[src/rtl/core/lpr_pkg.sv]
// Shared types and codes for the line pixel rasterizer.
`default_nettype none

package lpr_pkg;

  // Configuration register indexes
  typedef enum logic [2:0] {
    CFG_X_OFFSET    = 3'd0,
    CFG_Y_OFFSET    = 3'd1,
    CFG_BPP         = 3'd2,
    CFG_LINE_STRIDE = 3'd3
  } cfg_index_t;

  // Input word kinds carried in tuser
  typedef enum logic {
    ACT_START = 1'b0,
    ACT_STEP  = 1'b1
  } action_t;

  // Axis step direction codes
  typedef enum logic [1:0] {
    DIR_NONE  = 2'd0,
    DIR_PLUS  = 2'd1,
    DIR_MINUS = 2'd3
  } dir_t;

  localparam int unsigned FIELD_BITS   = 16;
  localparam int unsigned ADDR_BITS    = 34;
  localparam int unsigned BPP_BITS     = 6;
  localparam int unsigned BYTE_SHIFT   = 3;
  localparam logic [BPP_BITS-1:0] BPP_RESET = 6'd24;

endpackage : lpr_pkg

`default_nettype wire

[src/rtl/core/line_pixel_rasterizer.sv]
// Line pixel rasterizer: start words load a line, step words emit one pixel while busy.
// The pixel is registered and reaches the master side in the cycle after acceptance.
// Throughput: one word per cycle while the master side accepts; a pixel waiting in the
// output register holds off the slave side until it is taken.
// Reset: synchronous; the line is idle, the output is empty, depth returns to 24 bpp.
`default_nettype none

module line_pixel_rasterizer
  import lpr_pkg::*;
#(
  parameter int unsigned COORD_BITS = 16
) (
  input  wire logic        clk,
  input  wire logic        rst,
  // slave side
  input  wire logic        s_tvalid,
  output logic             s_tready,
  input  wire logic [63:0] s_tdata,   // x_start, y_start, x_end, y_end
  input  wire logic        s_tuser,   // action
  // master side
  output logic             m_tvalid,
  input  wire logic        m_tready,
  output logic [71:0]      m_tdata,   // pixel_x, pixel_y, byte_address, zero pad
  output logic             m_tlast,   // last_pixel
  // configuration write channel
  input  wire logic        cfg_valid,
  output logic             cfg_ready,
  input  wire logic [2:0]  cfg_index,
  input  wire logic [15:0] cfg_data
);

  localparam int unsigned ERR_BITS  = COORD_BITS + 2;
  localparam int unsigned LEFT_BITS = COORD_BITS + 1;
  localparam int unsigned SUM_BITS  = FIELD_BITS + 1;

  // configuration registers
  logic [FIELD_BITS-1:0] x_offset;
  logic [FIELD_BITS-1:0] y_offset;
  logic [BPP_BITS-1:0]   pixel_depth;
  logic [FIELD_BITS-1:0] line_stride;

  // line state
  logic [COORD_BITS-1:0] cur_col, cur_col_next;
  logic [COORD_BITS-1:0] cur_row, cur_row_next;
  logic [ERR_BITS-1:0]   col_error, col_error_next;
  logic [ERR_BITS-1:0]   row_error, row_error_next;
  logic [COORD_BITS-1:0] abs_dx, abs_dx_next;
  logic [COORD_BITS-1:0] abs_dy, abs_dy_next;
  logic [COORD_BITS-1:0] major_len, major_len_next;
  dir_t                  col_dir, col_dir_next;
  dir_t                  row_dir, row_dir_next;
  logic [LEFT_BITS-1:0]  pixels_left, pixels_left_next;
  logic                  busy, busy_next;

  // output register
  logic [FIELD_BITS-1:0] pixel_x;
  logic [FIELD_BITS-1:0] pixel_y;
  logic [ADDR_BITS-1:0]  byte_address;
  logic                  last_pixel;

  logic                  in_fire;
  logic                  emit;
  logic [COORD_BITS-1:0] xs, ys, xe, ye;
  logic [LEFT_BITS-1:0]  left_dec;
  logic [ERR_BITS:0]     col_sum, row_sum;
  logic [SUM_BITS-1:0]   col_pos, row_pos;
  logic [SUM_BITS+2:0]   col_term;
  logic [ADDR_BITS-1:0]  row_term;
  logic [ADDR_BITS-1:0]  addr_sum;

  assign s_tready  = !m_tvalid || m_tready;
  assign cfg_ready = 1'b1;
  assign in_fire   = s_tvalid && s_tready;
  assign emit      = in_fire && (s_tuser == ACT_STEP) && busy;

  assign xs = s_tdata[COORD_BITS-1:0];
  assign ys = s_tdata[16 +: COORD_BITS];
  assign xe = s_tdata[32 +: COORD_BITS];
  assign ye = s_tdata[48 +: COORD_BITS];

  // Step one coordinate by its direction code
  function automatic logic [COORD_BITS-1:0] advance(input logic [COORD_BITS-1:0] pos,
                                                    input dir_t dir);
    logic [COORD_BITS-1:0] res;
    case (dir)
      DIR_PLUS:  res = pos + COORD_BITS'(1);
      DIR_MINUS: res = pos - COORD_BITS'(1);
      default:   res = pos;
    endcase
    return res;
  endfunction

  // Build the byte address from the current position
  always_comb begin
    col_pos  = SUM_BITS'(cur_col) + SUM_BITS'(x_offset);
    row_pos  = SUM_BITS'(cur_row) + SUM_BITS'(y_offset);
    col_term = (SUM_BITS+3)'(col_pos) * (SUM_BITS+3)'(pixel_depth >> BYTE_SHIFT);
    row_term = ADDR_BITS'(row_pos) * ADDR_BITS'(line_stride);
    addr_sum = ADDR_BITS'(col_term) + row_term;
  end

  // Next line state for start and step words
  always_comb begin
    cur_col_next     = cur_col;
    cur_row_next     = cur_row;
    col_error_next   = col_error;
    row_error_next   = row_error;
    abs_dx_next      = abs_dx;
    abs_dy_next      = abs_dy;
    major_len_next   = major_len;
    col_dir_next     = col_dir;
    row_dir_next     = row_dir;
    pixels_left_next = pixels_left;
    busy_next        = busy;
    left_dec         = pixels_left - LEFT_BITS'(1);
    col_sum          = (ERR_BITS+1)'(col_error) + (ERR_BITS+1)'(abs_dx);
    row_sum          = (ERR_BITS+1)'(row_error) + (ERR_BITS+1)'(abs_dy);

    if (in_fire && s_tuser == ACT_START) begin
      if (xe > xs) begin
        abs_dx_next  = xe - xs;
        col_dir_next = DIR_PLUS;
      end else if (xe < xs) begin
        abs_dx_next  = xs - xe;
        col_dir_next = DIR_MINUS;
      end else begin
        abs_dx_next  = '0;
        col_dir_next = DIR_NONE;
      end
      if (ye > ys) begin
        abs_dy_next  = ye - ys;
        row_dir_next = DIR_PLUS;
      end else if (ye < ys) begin
        abs_dy_next  = ys - ye;
        row_dir_next = DIR_MINUS;
      end else begin
        abs_dy_next  = '0;
        row_dir_next = DIR_NONE;
      end
      major_len_next   = (abs_dx_next > abs_dy_next) ? abs_dx_next : abs_dy_next;
      cur_col_next     = xs;
      cur_row_next     = ys;
      col_error_next   = '0;
      row_error_next   = '0;
      pixels_left_next = LEFT_BITS'(major_len_next) + LEFT_BITS'(2);
      busy_next        = 1'b1;
    end else if (emit) begin
      pixels_left_next = left_dec;
      if (col_sum > (ERR_BITS+1)'(major_len)) begin
        col_error_next = ERR_BITS'(col_sum - (ERR_BITS+1)'(major_len));
        cur_col_next   = advance(cur_col, col_dir);
      end else begin
        col_error_next = ERR_BITS'(col_sum);
      end
      if (row_sum > (ERR_BITS+1)'(major_len)) begin
        row_error_next = ERR_BITS'(row_sum - (ERR_BITS+1)'(major_len));
        cur_row_next   = advance(cur_row, row_dir);
      end else begin
        row_error_next = ERR_BITS'(row_sum);
      end
      if (left_dec == '0) begin
        busy_next = 1'b0;
      end
    end
  end

  // Write configuration registers
  always_ff @(posedge clk) begin
    if (rst) begin
      x_offset    <= '0;
      y_offset    <= '0;
      pixel_depth <= BPP_RESET;
      line_stride <= '0;
    end else if (cfg_valid && cfg_ready) begin
      case (cfg_index)
        CFG_X_OFFSET:    x_offset    <= cfg_data;
        CFG_Y_OFFSET:    y_offset    <= cfg_data;
        CFG_BPP:         pixel_depth <= cfg_data[BPP_BITS-1:0];
        CFG_LINE_STRIDE: line_stride <= cfg_data;
        default:         ;
      endcase
    end
  end

  // Hold line state
  always_ff @(posedge clk) begin
    if (rst) begin
      cur_col     <= '0;
      cur_row     <= '0;
      col_error   <= '0;
      row_error   <= '0;
      abs_dx      <= '0;
      abs_dy      <= '0;
      major_len   <= '0;
      col_dir     <= DIR_NONE;
      row_dir     <= DIR_NONE;
      pixels_left <= '0;
      busy        <= 1'b0;
    end else begin
      cur_col     <= cur_col_next;
      cur_row     <= cur_row_next;
      col_error   <= col_error_next;
      row_error   <= row_error_next;
      abs_dx      <= abs_dx_next;
      abs_dy      <= abs_dy_next;
      major_len   <= major_len_next;
      col_dir     <= col_dir_next;
      row_dir     <= row_dir_next;
      pixels_left <= pixels_left_next;
      busy        <= busy_next;
    end
  end

  // Advance the output word
  always_ff @(posedge clk) begin
    if (rst) begin
      m_tvalid <= 1'b0;
    end else if (emit) begin
      m_tvalid <= 1'b1;
    end else if (m_tready) begin
      m_tvalid <= 1'b0;
    end
  end

  // Capture pixel payload
  always_ff @(posedge clk) begin
    if (emit) begin
      pixel_x      <= FIELD_BITS'(cur_col);
      pixel_y      <= FIELD_BITS'(cur_row);
      byte_address <= addr_sum;
      last_pixel   <= (left_dec == '0);
    end
  end

  assign m_tdata = {6'd0, byte_address, pixel_y, pixel_x};
  assign m_tlast = last_pixel;

endmodule : line_pixel_rasterizer

`default_nettype wire
[config.mk]
export PLATFORM = sky130hd
export DESIGN_NAME = line_pixel_rasterizer
export DESIGN_NICKNAME = d
export VERILOG_FILES = /design/src/rtl/core/lpr_pkg.sv /design/src/rtl/core/line_pixel_rasterizer.sv
export SDC_FILE = /design/constraint.sdc
export NUM_CORES = 2
export LEC_CHECK = 0
export BUFFER_PORTS_ARGS = -buffer_cell sky130_fd_sc_hd__buf_2
export CORE_MARGIN = 10
export CORE_UTILIZATION = 40
export CTS_BUF_LIST = sky130_fd_sc_hd__clkbuf_8
export DETAILED_ROUTE_END_ITERATION = 8
export PLACE_DENSITY = 0.53
export REMOVE_ABC_BUFFERS = 1
export SETUP_SLACK_MARGIN = 0.4
export SYNTH_ARGS = -nofsm -noshare
export SYNTH_HDL_FRONTEND = slang
export SYNTH_SLANG_ARGS = --single-unit
export TNS_END_PERCENT = 100
[constraint.sdc]
create_clock -name clk -period 19.75 [get_ports clk]
set_input_delay 3.95 -clock clk [delete_from_list [all_inputs] [get_ports clk]]
set_output_delay 3.95 -clock clk [all_outputs]
set_load 0.02 [all_outputs]
Word-level counts from Yosys, hierarchy flattened

Index checks and enable logic that the tools add are counted.

Register bits after elaboration: 260
Bits in latches: 0
Memory bits (writable): 0
Bits in read-only memories: 0
Bits of input ports: 89
Output and inout port bits: 76
Logic and storage cells: 105
Memories kept: 0

Add/subtract/negate cells: 17
Multiply operators: 2
Divide/modulo/power cells: 0
$lt $le $gt $ge: 7
Equality and inequality tests: 7
Shift-type cells: 0
Multiplexer cells: 28
Bitwise logic cells: 1
Reductions and logical operators: 23

Operators with widths:

| cell                    | number |
|---|---|
| $mux W16                | 13 |
| $pmux W16 S2            | 2 |
| $sub A16 B16 Y16        | 4 |
| $gt A16 B16 Y1          | 3 |
| $add A18 B16 Y19        | 2 |
| $gt A19 B16 Y1          | 2 |
| $mux W18                | 2 |
| $sub A18 B16 Y18        | 2 |
| $add A16 B16 Y17        | 2 |
| $add A20 B33 Y34        | 1 |
| $mux W17                | 2 |
| $mul A17 B16 Y33        | 1 |
| $add A16 B1 Y16 const B | 2 |
| $lt A16 B16 Y1          | 2 |
| $sub A16 B1 Y16 const B | 2 |
| $mul A17 B3 Y20         | 1 |
| $add A16 B2 Y17 const B | 1 |
| $logic_not A17 Y1       | 1 |
| $sub A17 B1 Y17 const B | 1 |
| $reduce_and A2 Y1       | 5 |
| $reduce_bool A2 Y1      | 5 |
| $mux W2                 | 4 |
| $eq A3 B2 Y1 const B    | 2 |
| $reduce_and A3 Y1       | 2 |
| 11 further kinds        | 21 |

Longest topological paths before layout

Word-level depth: 9
Mapped depth: 39
Gate-level depth less buffers: 38

Worst setup path before layout

OpenSTA, ideal clock, no wires.

Path type: input port to flip-flop
Start point: input s_tdata[48]
End point: register pixels_left[11]
Setup time: 0.103 ns
Arrival time: 9.664 ns
Required time: 19.647 ns
Setup slack: 9.983 ns
Cell stages on the path: 29
Buffers on the path: 3
Path through: inv_1 ha_1 inv_1 fa_1 a21o_1 a221oi_4 or4_4 a41oi_4 o21a_4 buf_6 o32ai_1 o2bb2ai_2 ha_1 a21oi_1 o21ai_0 a2111oi_0 nor2_1 o31a_1 clkbuf_1 clkbuf_1 o21ai_0 inv_1 ha_1 and3_1 a41oi_1 nor4_4 o21ai_2 xnor2_1 a2111oi_2

Word-level cells in the longest chain between the ends: 8
Elaborated cells on any way between the ends: 11
Those cells by class: add/sub: 3; order compare: 3; mux: 5

RTL lines:

| what                                               | RTL line                                                   | RTL |
|---|---|---|
| start: declaration                                 | line_pixel_rasterizer.sv:18                                | `input wire logic [63:0] s_tdata,` |
| $sub A16 B16 Y16 or $lt A16 B16 Y1 (tied branches) | line_pixel_rasterizer.sv:134, line_pixel_rasterizer.sv:133 |  |
| $mux W16                                           | line_pixel_rasterizer.sv:133                               | `end else if (ye < ys) begin` |
| $mux W16 *                                         | line_pixel_rasterizer.sv:130                               | `if (ye > ys) begin` |
| $mux W16 *                                         | line_pixel_rasterizer.sv:119                               | `if (in_fire && s_tuser == ACT_START) begin` |
| $gt A16 B16 Y1                                     | line_pixel_rasterizer.sv:140                               | `major_len_next = (abs_dx_next > abs_dy_next) ? abs_dx_next : abs_dy_next;` |
| $mux W16 *                                         | line_pixel_rasterizer.sv:140                               |  |
| $add A16 B2 Y17 *                                  | line_pixel_rasterizer.sv:145                               | `pixels_left_next = LEFT_BITS'(major_len_next) + LEFT_BITS'(2);` |
| $mux W17 *                                         | line_pixel_rasterizer.sv:119                               |  |
| end signal: assignment                             | line_pixel_rasterizer.sv:209                               | `pixels_left <= pixels_left_next;` |
| end: declaration                                   | line_pixel_rasterizer.sv:52                                | `logic [LEFT_BITS-1:0] pixels_left, pixels_left_next;` |

Mark *: on every way between the ends. The rest lies on a longest branch, timed or not. The select of a mux whose other input is x is not followed.
A chain may end at the register's enable or synchronous reset.

Worst setup path in the final report

Start point: input s_tdata[3]
End point: register pixels_left[11]

Word-level cells in the longest chain between the ends: 8
Elaborated cells on any way between the ends: 11
Those cells by class: add/sub: 3; order compare: 3; mux: 5

RTL lines:

| what                                               | RTL line                                                   | RTL |
|---|---|---|
| $sub A16 B16 Y16 or $lt A16 B16 Y1 (tied branches) | line_pixel_rasterizer.sv:124, line_pixel_rasterizer.sv:123 |  |
| $mux W16                                           | line_pixel_rasterizer.sv:123                               | `end else if (xe < xs) begin` |
| $mux W16 *                                         | line_pixel_rasterizer.sv:120                               | `if (xe > xs) begin` |
| $mux W16 *                                         | line_pixel_rasterizer.sv:119                               |  |
| $gt A16 B16 Y1                                     | line_pixel_rasterizer.sv:140                               |  |
| $mux W16 *                                         | line_pixel_rasterizer.sv:140                               |  |
| $add A16 B2 Y17 *                                  | line_pixel_rasterizer.sv:145                               |  |
| $mux W17 *                                         | line_pixel_rasterizer.sv:119                               |  |

Marks and branches as above.

==> results.toml <==
[setup_path]
crit_path_end_kind = "flip-flop"
cp-startpoint = "s_tdata[3]"
cp_slowest_cell = "a2111oi_0"
required_ns = 20.33
cp_num_cells = 25
cp-start-kind = "input port"
crit_fanout = 25
r2r_cells = 35
path_class = "in2reg"
cp_top_family = "compound AO/OA/AOI/OAI gates"
arrival_ns = 11.43
crit_buf_inv = 4
slowest_delay_ns = 1.08
r2r_start = "cur_row[0]"

[routing]
wl_per_cell_um = 19.3
postRouteAntennaNets = 0
vias_per_cell = 5.38
first_pass_iters = 5
totalWireLength_mm = 91.2
met2RoutedLength_mm = 41.3
drc = 0
num_vias = 25401
wl_met1_mm = 44.0
routed.top_layer = "met5"
route.met3.wl_mm = 4.41
drt_iter0_drc = 1879

[clock_tree]
cts_max_level = 2
cts-root-buf = "clkbuf_8"
clock_path_buffers = 3
cts_hold_buffers = 0
clk_latency_ns = 0.68
cts_resized = 0
cts_setup_buffers = 0
cts_sinks = 257
cts_tree = "built"
cts_inserted_buffers = 53
path_clk_slew_ns = 0.06

[yosys]
synth_seq_area_share = 0.192
yosys.area.top_type = "fa_1"
ys.flop_type = "dfxtp_1"
synth_area_leaders = "fa_1, ha_1, dfxtp_1"
ys_ff_latch = 257
synth_top_area_share = 0.180
avgSynthCellArea_um2 = 8.40
synth_cell_types = 94
synth_edf_count = 67
postSynthCellCount = 3609
ys_async_sr_fraction = 0
synth-warning-count = 0
synth_area_um2 = 30300

[power]
p_switching_w = 0.000798
intPower_w = 0.00119
combPwrFrac = 0.402
p_per_area_nw_per_um2 = 60.0
p_clk_frac = 0.296
p_total_w = 0.00199
swShare = 0.401
seqPwrFrac = 0.302
power_leakage_nw = 15.6
peakVddDrop_mv = 0.0528

[timing]
max_freq_ghz = 0.0922
fin_crit_ns = 10.85
hold_violations = 0
worstMarginPinSlew_ns = 1.19
period_share = 0.549
tns_ns = 0
slew_headroom = 0.184
rsz0062_at_grt = "false"
drv_slew = 0
setup_viol = 0
finalClockSkew_ns = 0.0397

[floorplan]
rows = 100
die_y_um = 295
die_area_um2 = 87200
io_pins = 165
core_area_um2 = 74800
start_util = 0.405
die_w_um = 295

[cells_and_area]
multi_input_area_um2 = 22200
area_growth_pct = 9.33
drive_gt1_frac = 0.0911
design_area_um2 = 33200
nNetsFinal = 4392
fill_cells = 7581
layout.area.seq_um2 = 5820
final_cells = 4724

[min_path]
hold_depth = 2
min_from = "col_dir[1]"
hold_class = "reg2reg"

[placed_design]
placedCellCount = 4625
place_congestion = 0.889
place.port_buffers = 157
dpl_cell_area_um2 = 32100
place_hpwl_mm = 71.4

[global_route]
grt_overflow = 0
gr-usage-all-layers = 0.207
antenna_found_initial = 6
grt_max_degree = 79
grt_pass1_vias = 24791
grt_pass1_wl_mm = 143

[flow_run]
cap_violations = 0

[outcome]
outcome = "finished clean"
==> worst paths after layout <==
| path | to | slack (ns) |
|---|---|---|
| setup / recovery | pixels_left[11] | 8.90 |
| hold / removal | col_dir[1] | 0.46 |
| setup reg to reg | byte_address[33] | 9.62 |
| hold reg to reg | col_dir[1] | 0.46 |
==> per-layer routing <==
| metal | global-route usage | vias to the layer above |
|---|---|---|
| li1 | - | 12388 |
| met1 | 0.294 | 12374 |
| met2 | 0.332 | 547 |
| met3 | 0.0268 | 90 |
| met4 | 0.0416 | 2 |
| met5 | 0 | - |
==> through the flow <==
| step | utilization | setup slack [ns] | hold WS, ns |
|---|---|---|---|
| after CTS | 0.443 | 9.21 | 0.456 |
| final | 0.443 | 8.90 | 0.456 |
| after floorplan | - | 9.86 | 0.430 |
| after detailed placement | 0.429 | 8.50 | 0.448 |
| after global routing | 0.443 | 8.53 | 0.479 |
| after global placement | 0.429 | 8.68 | 0.442 |
==> synth_stat cells, drive strengths merged, types with 22 or more instances <==
| cell type | number |
|---|---|
| a211oi | 74 |
| a21o | 63 |
| a21oi | 249 |
| a31oi | 28 |
| and2 | 174 |
| and3 | 28 |
| buf | 29 |
| clkbuf | 121 |
| dfxtp | 190 |
| edfxtp | 67 |
| fa | 272 |
| ha | 320 |
| inv | 483 |
| mux2i | 51 |
| nand2 | 414 |
| nand2b | 31 |
| nand3 | 60 |
| nor2 | 215 |
| nor2b | 44 |
| nor3 | 54 |
| o211ai | 22 |
| o21a | 31 |
| o21ai | 127 |
| or3 | 26 |
| xnor2 | 113 |
| xor2 | 40 |
==> sequential cells by signal (all words and copies together), names as in the netlist, 17 cells and up <==
name,count
pixels_left,17
row_error,18
byte_address,34
col_error,18
==> placed cells by master, fill, tap and decap left out, types with 63 or more instances in the layout <==
cell type,count
inv_1,502
nand2_1,414
ha_1,320
fa_1,272
a21oi_1,247
nor2_1,212
dfxtp_1,190
and2_1,174
buf_2,156
o21ai_0,118
xnor2_1,109
a211oi_1,70
edfxtp_1,67
a21o_1,63
==> final cells by class <==
cell class	count	share of cell area
antenna	2	0.000151
clock buffer	59	0.0245
clock inverter	38	0.00800
inverter	483	0.0548
multi-input combinational	2724	0.669
sequential	257	0.175
tap	969	0.0366
timing repair buffer	192	0.0317
==> power groups by stage <==
stage | sequential [W] | combinational (W) | clock (W)
final | 0.000600 | 0.000799 | 0.000590
after global routing | 0.000603 | 0.000888 | 0.000630
after CTS | 0.000600 | 0.000795 | 0.000608
after detailed placement | 0.000611 | 0.000790 | 0
after global placement | 0.000611 | 0.000791 | 0
after floorplan | 0.000601 | 0.000564 | 0
==> worst register-to-register path: cells and delay by family, from the launching register on <==
family	cells	cell delay, ns
compound gates	15	3.88
buf+inv	5	0.25
flops	1	0.57
fa+ha+maj	9	4.01
xor+xnor	1	0.08
simple gates	5	1.10
==> cell families (layout without fill, tap and decap cells) <==
group,Yosys count,count (layout),synth area share
flops,257,257,0.192
buf+inv,633,772,0.0801
compound gates,784,784,0.173
fa+ha+maj,592,592,0.312
xor+xnor,153,153,0.0442
other cells,2,9,0.000248
simple gates,1133,1133,0.181
mux,55,55,0.0183
Power figures use the tool's default switching activity.
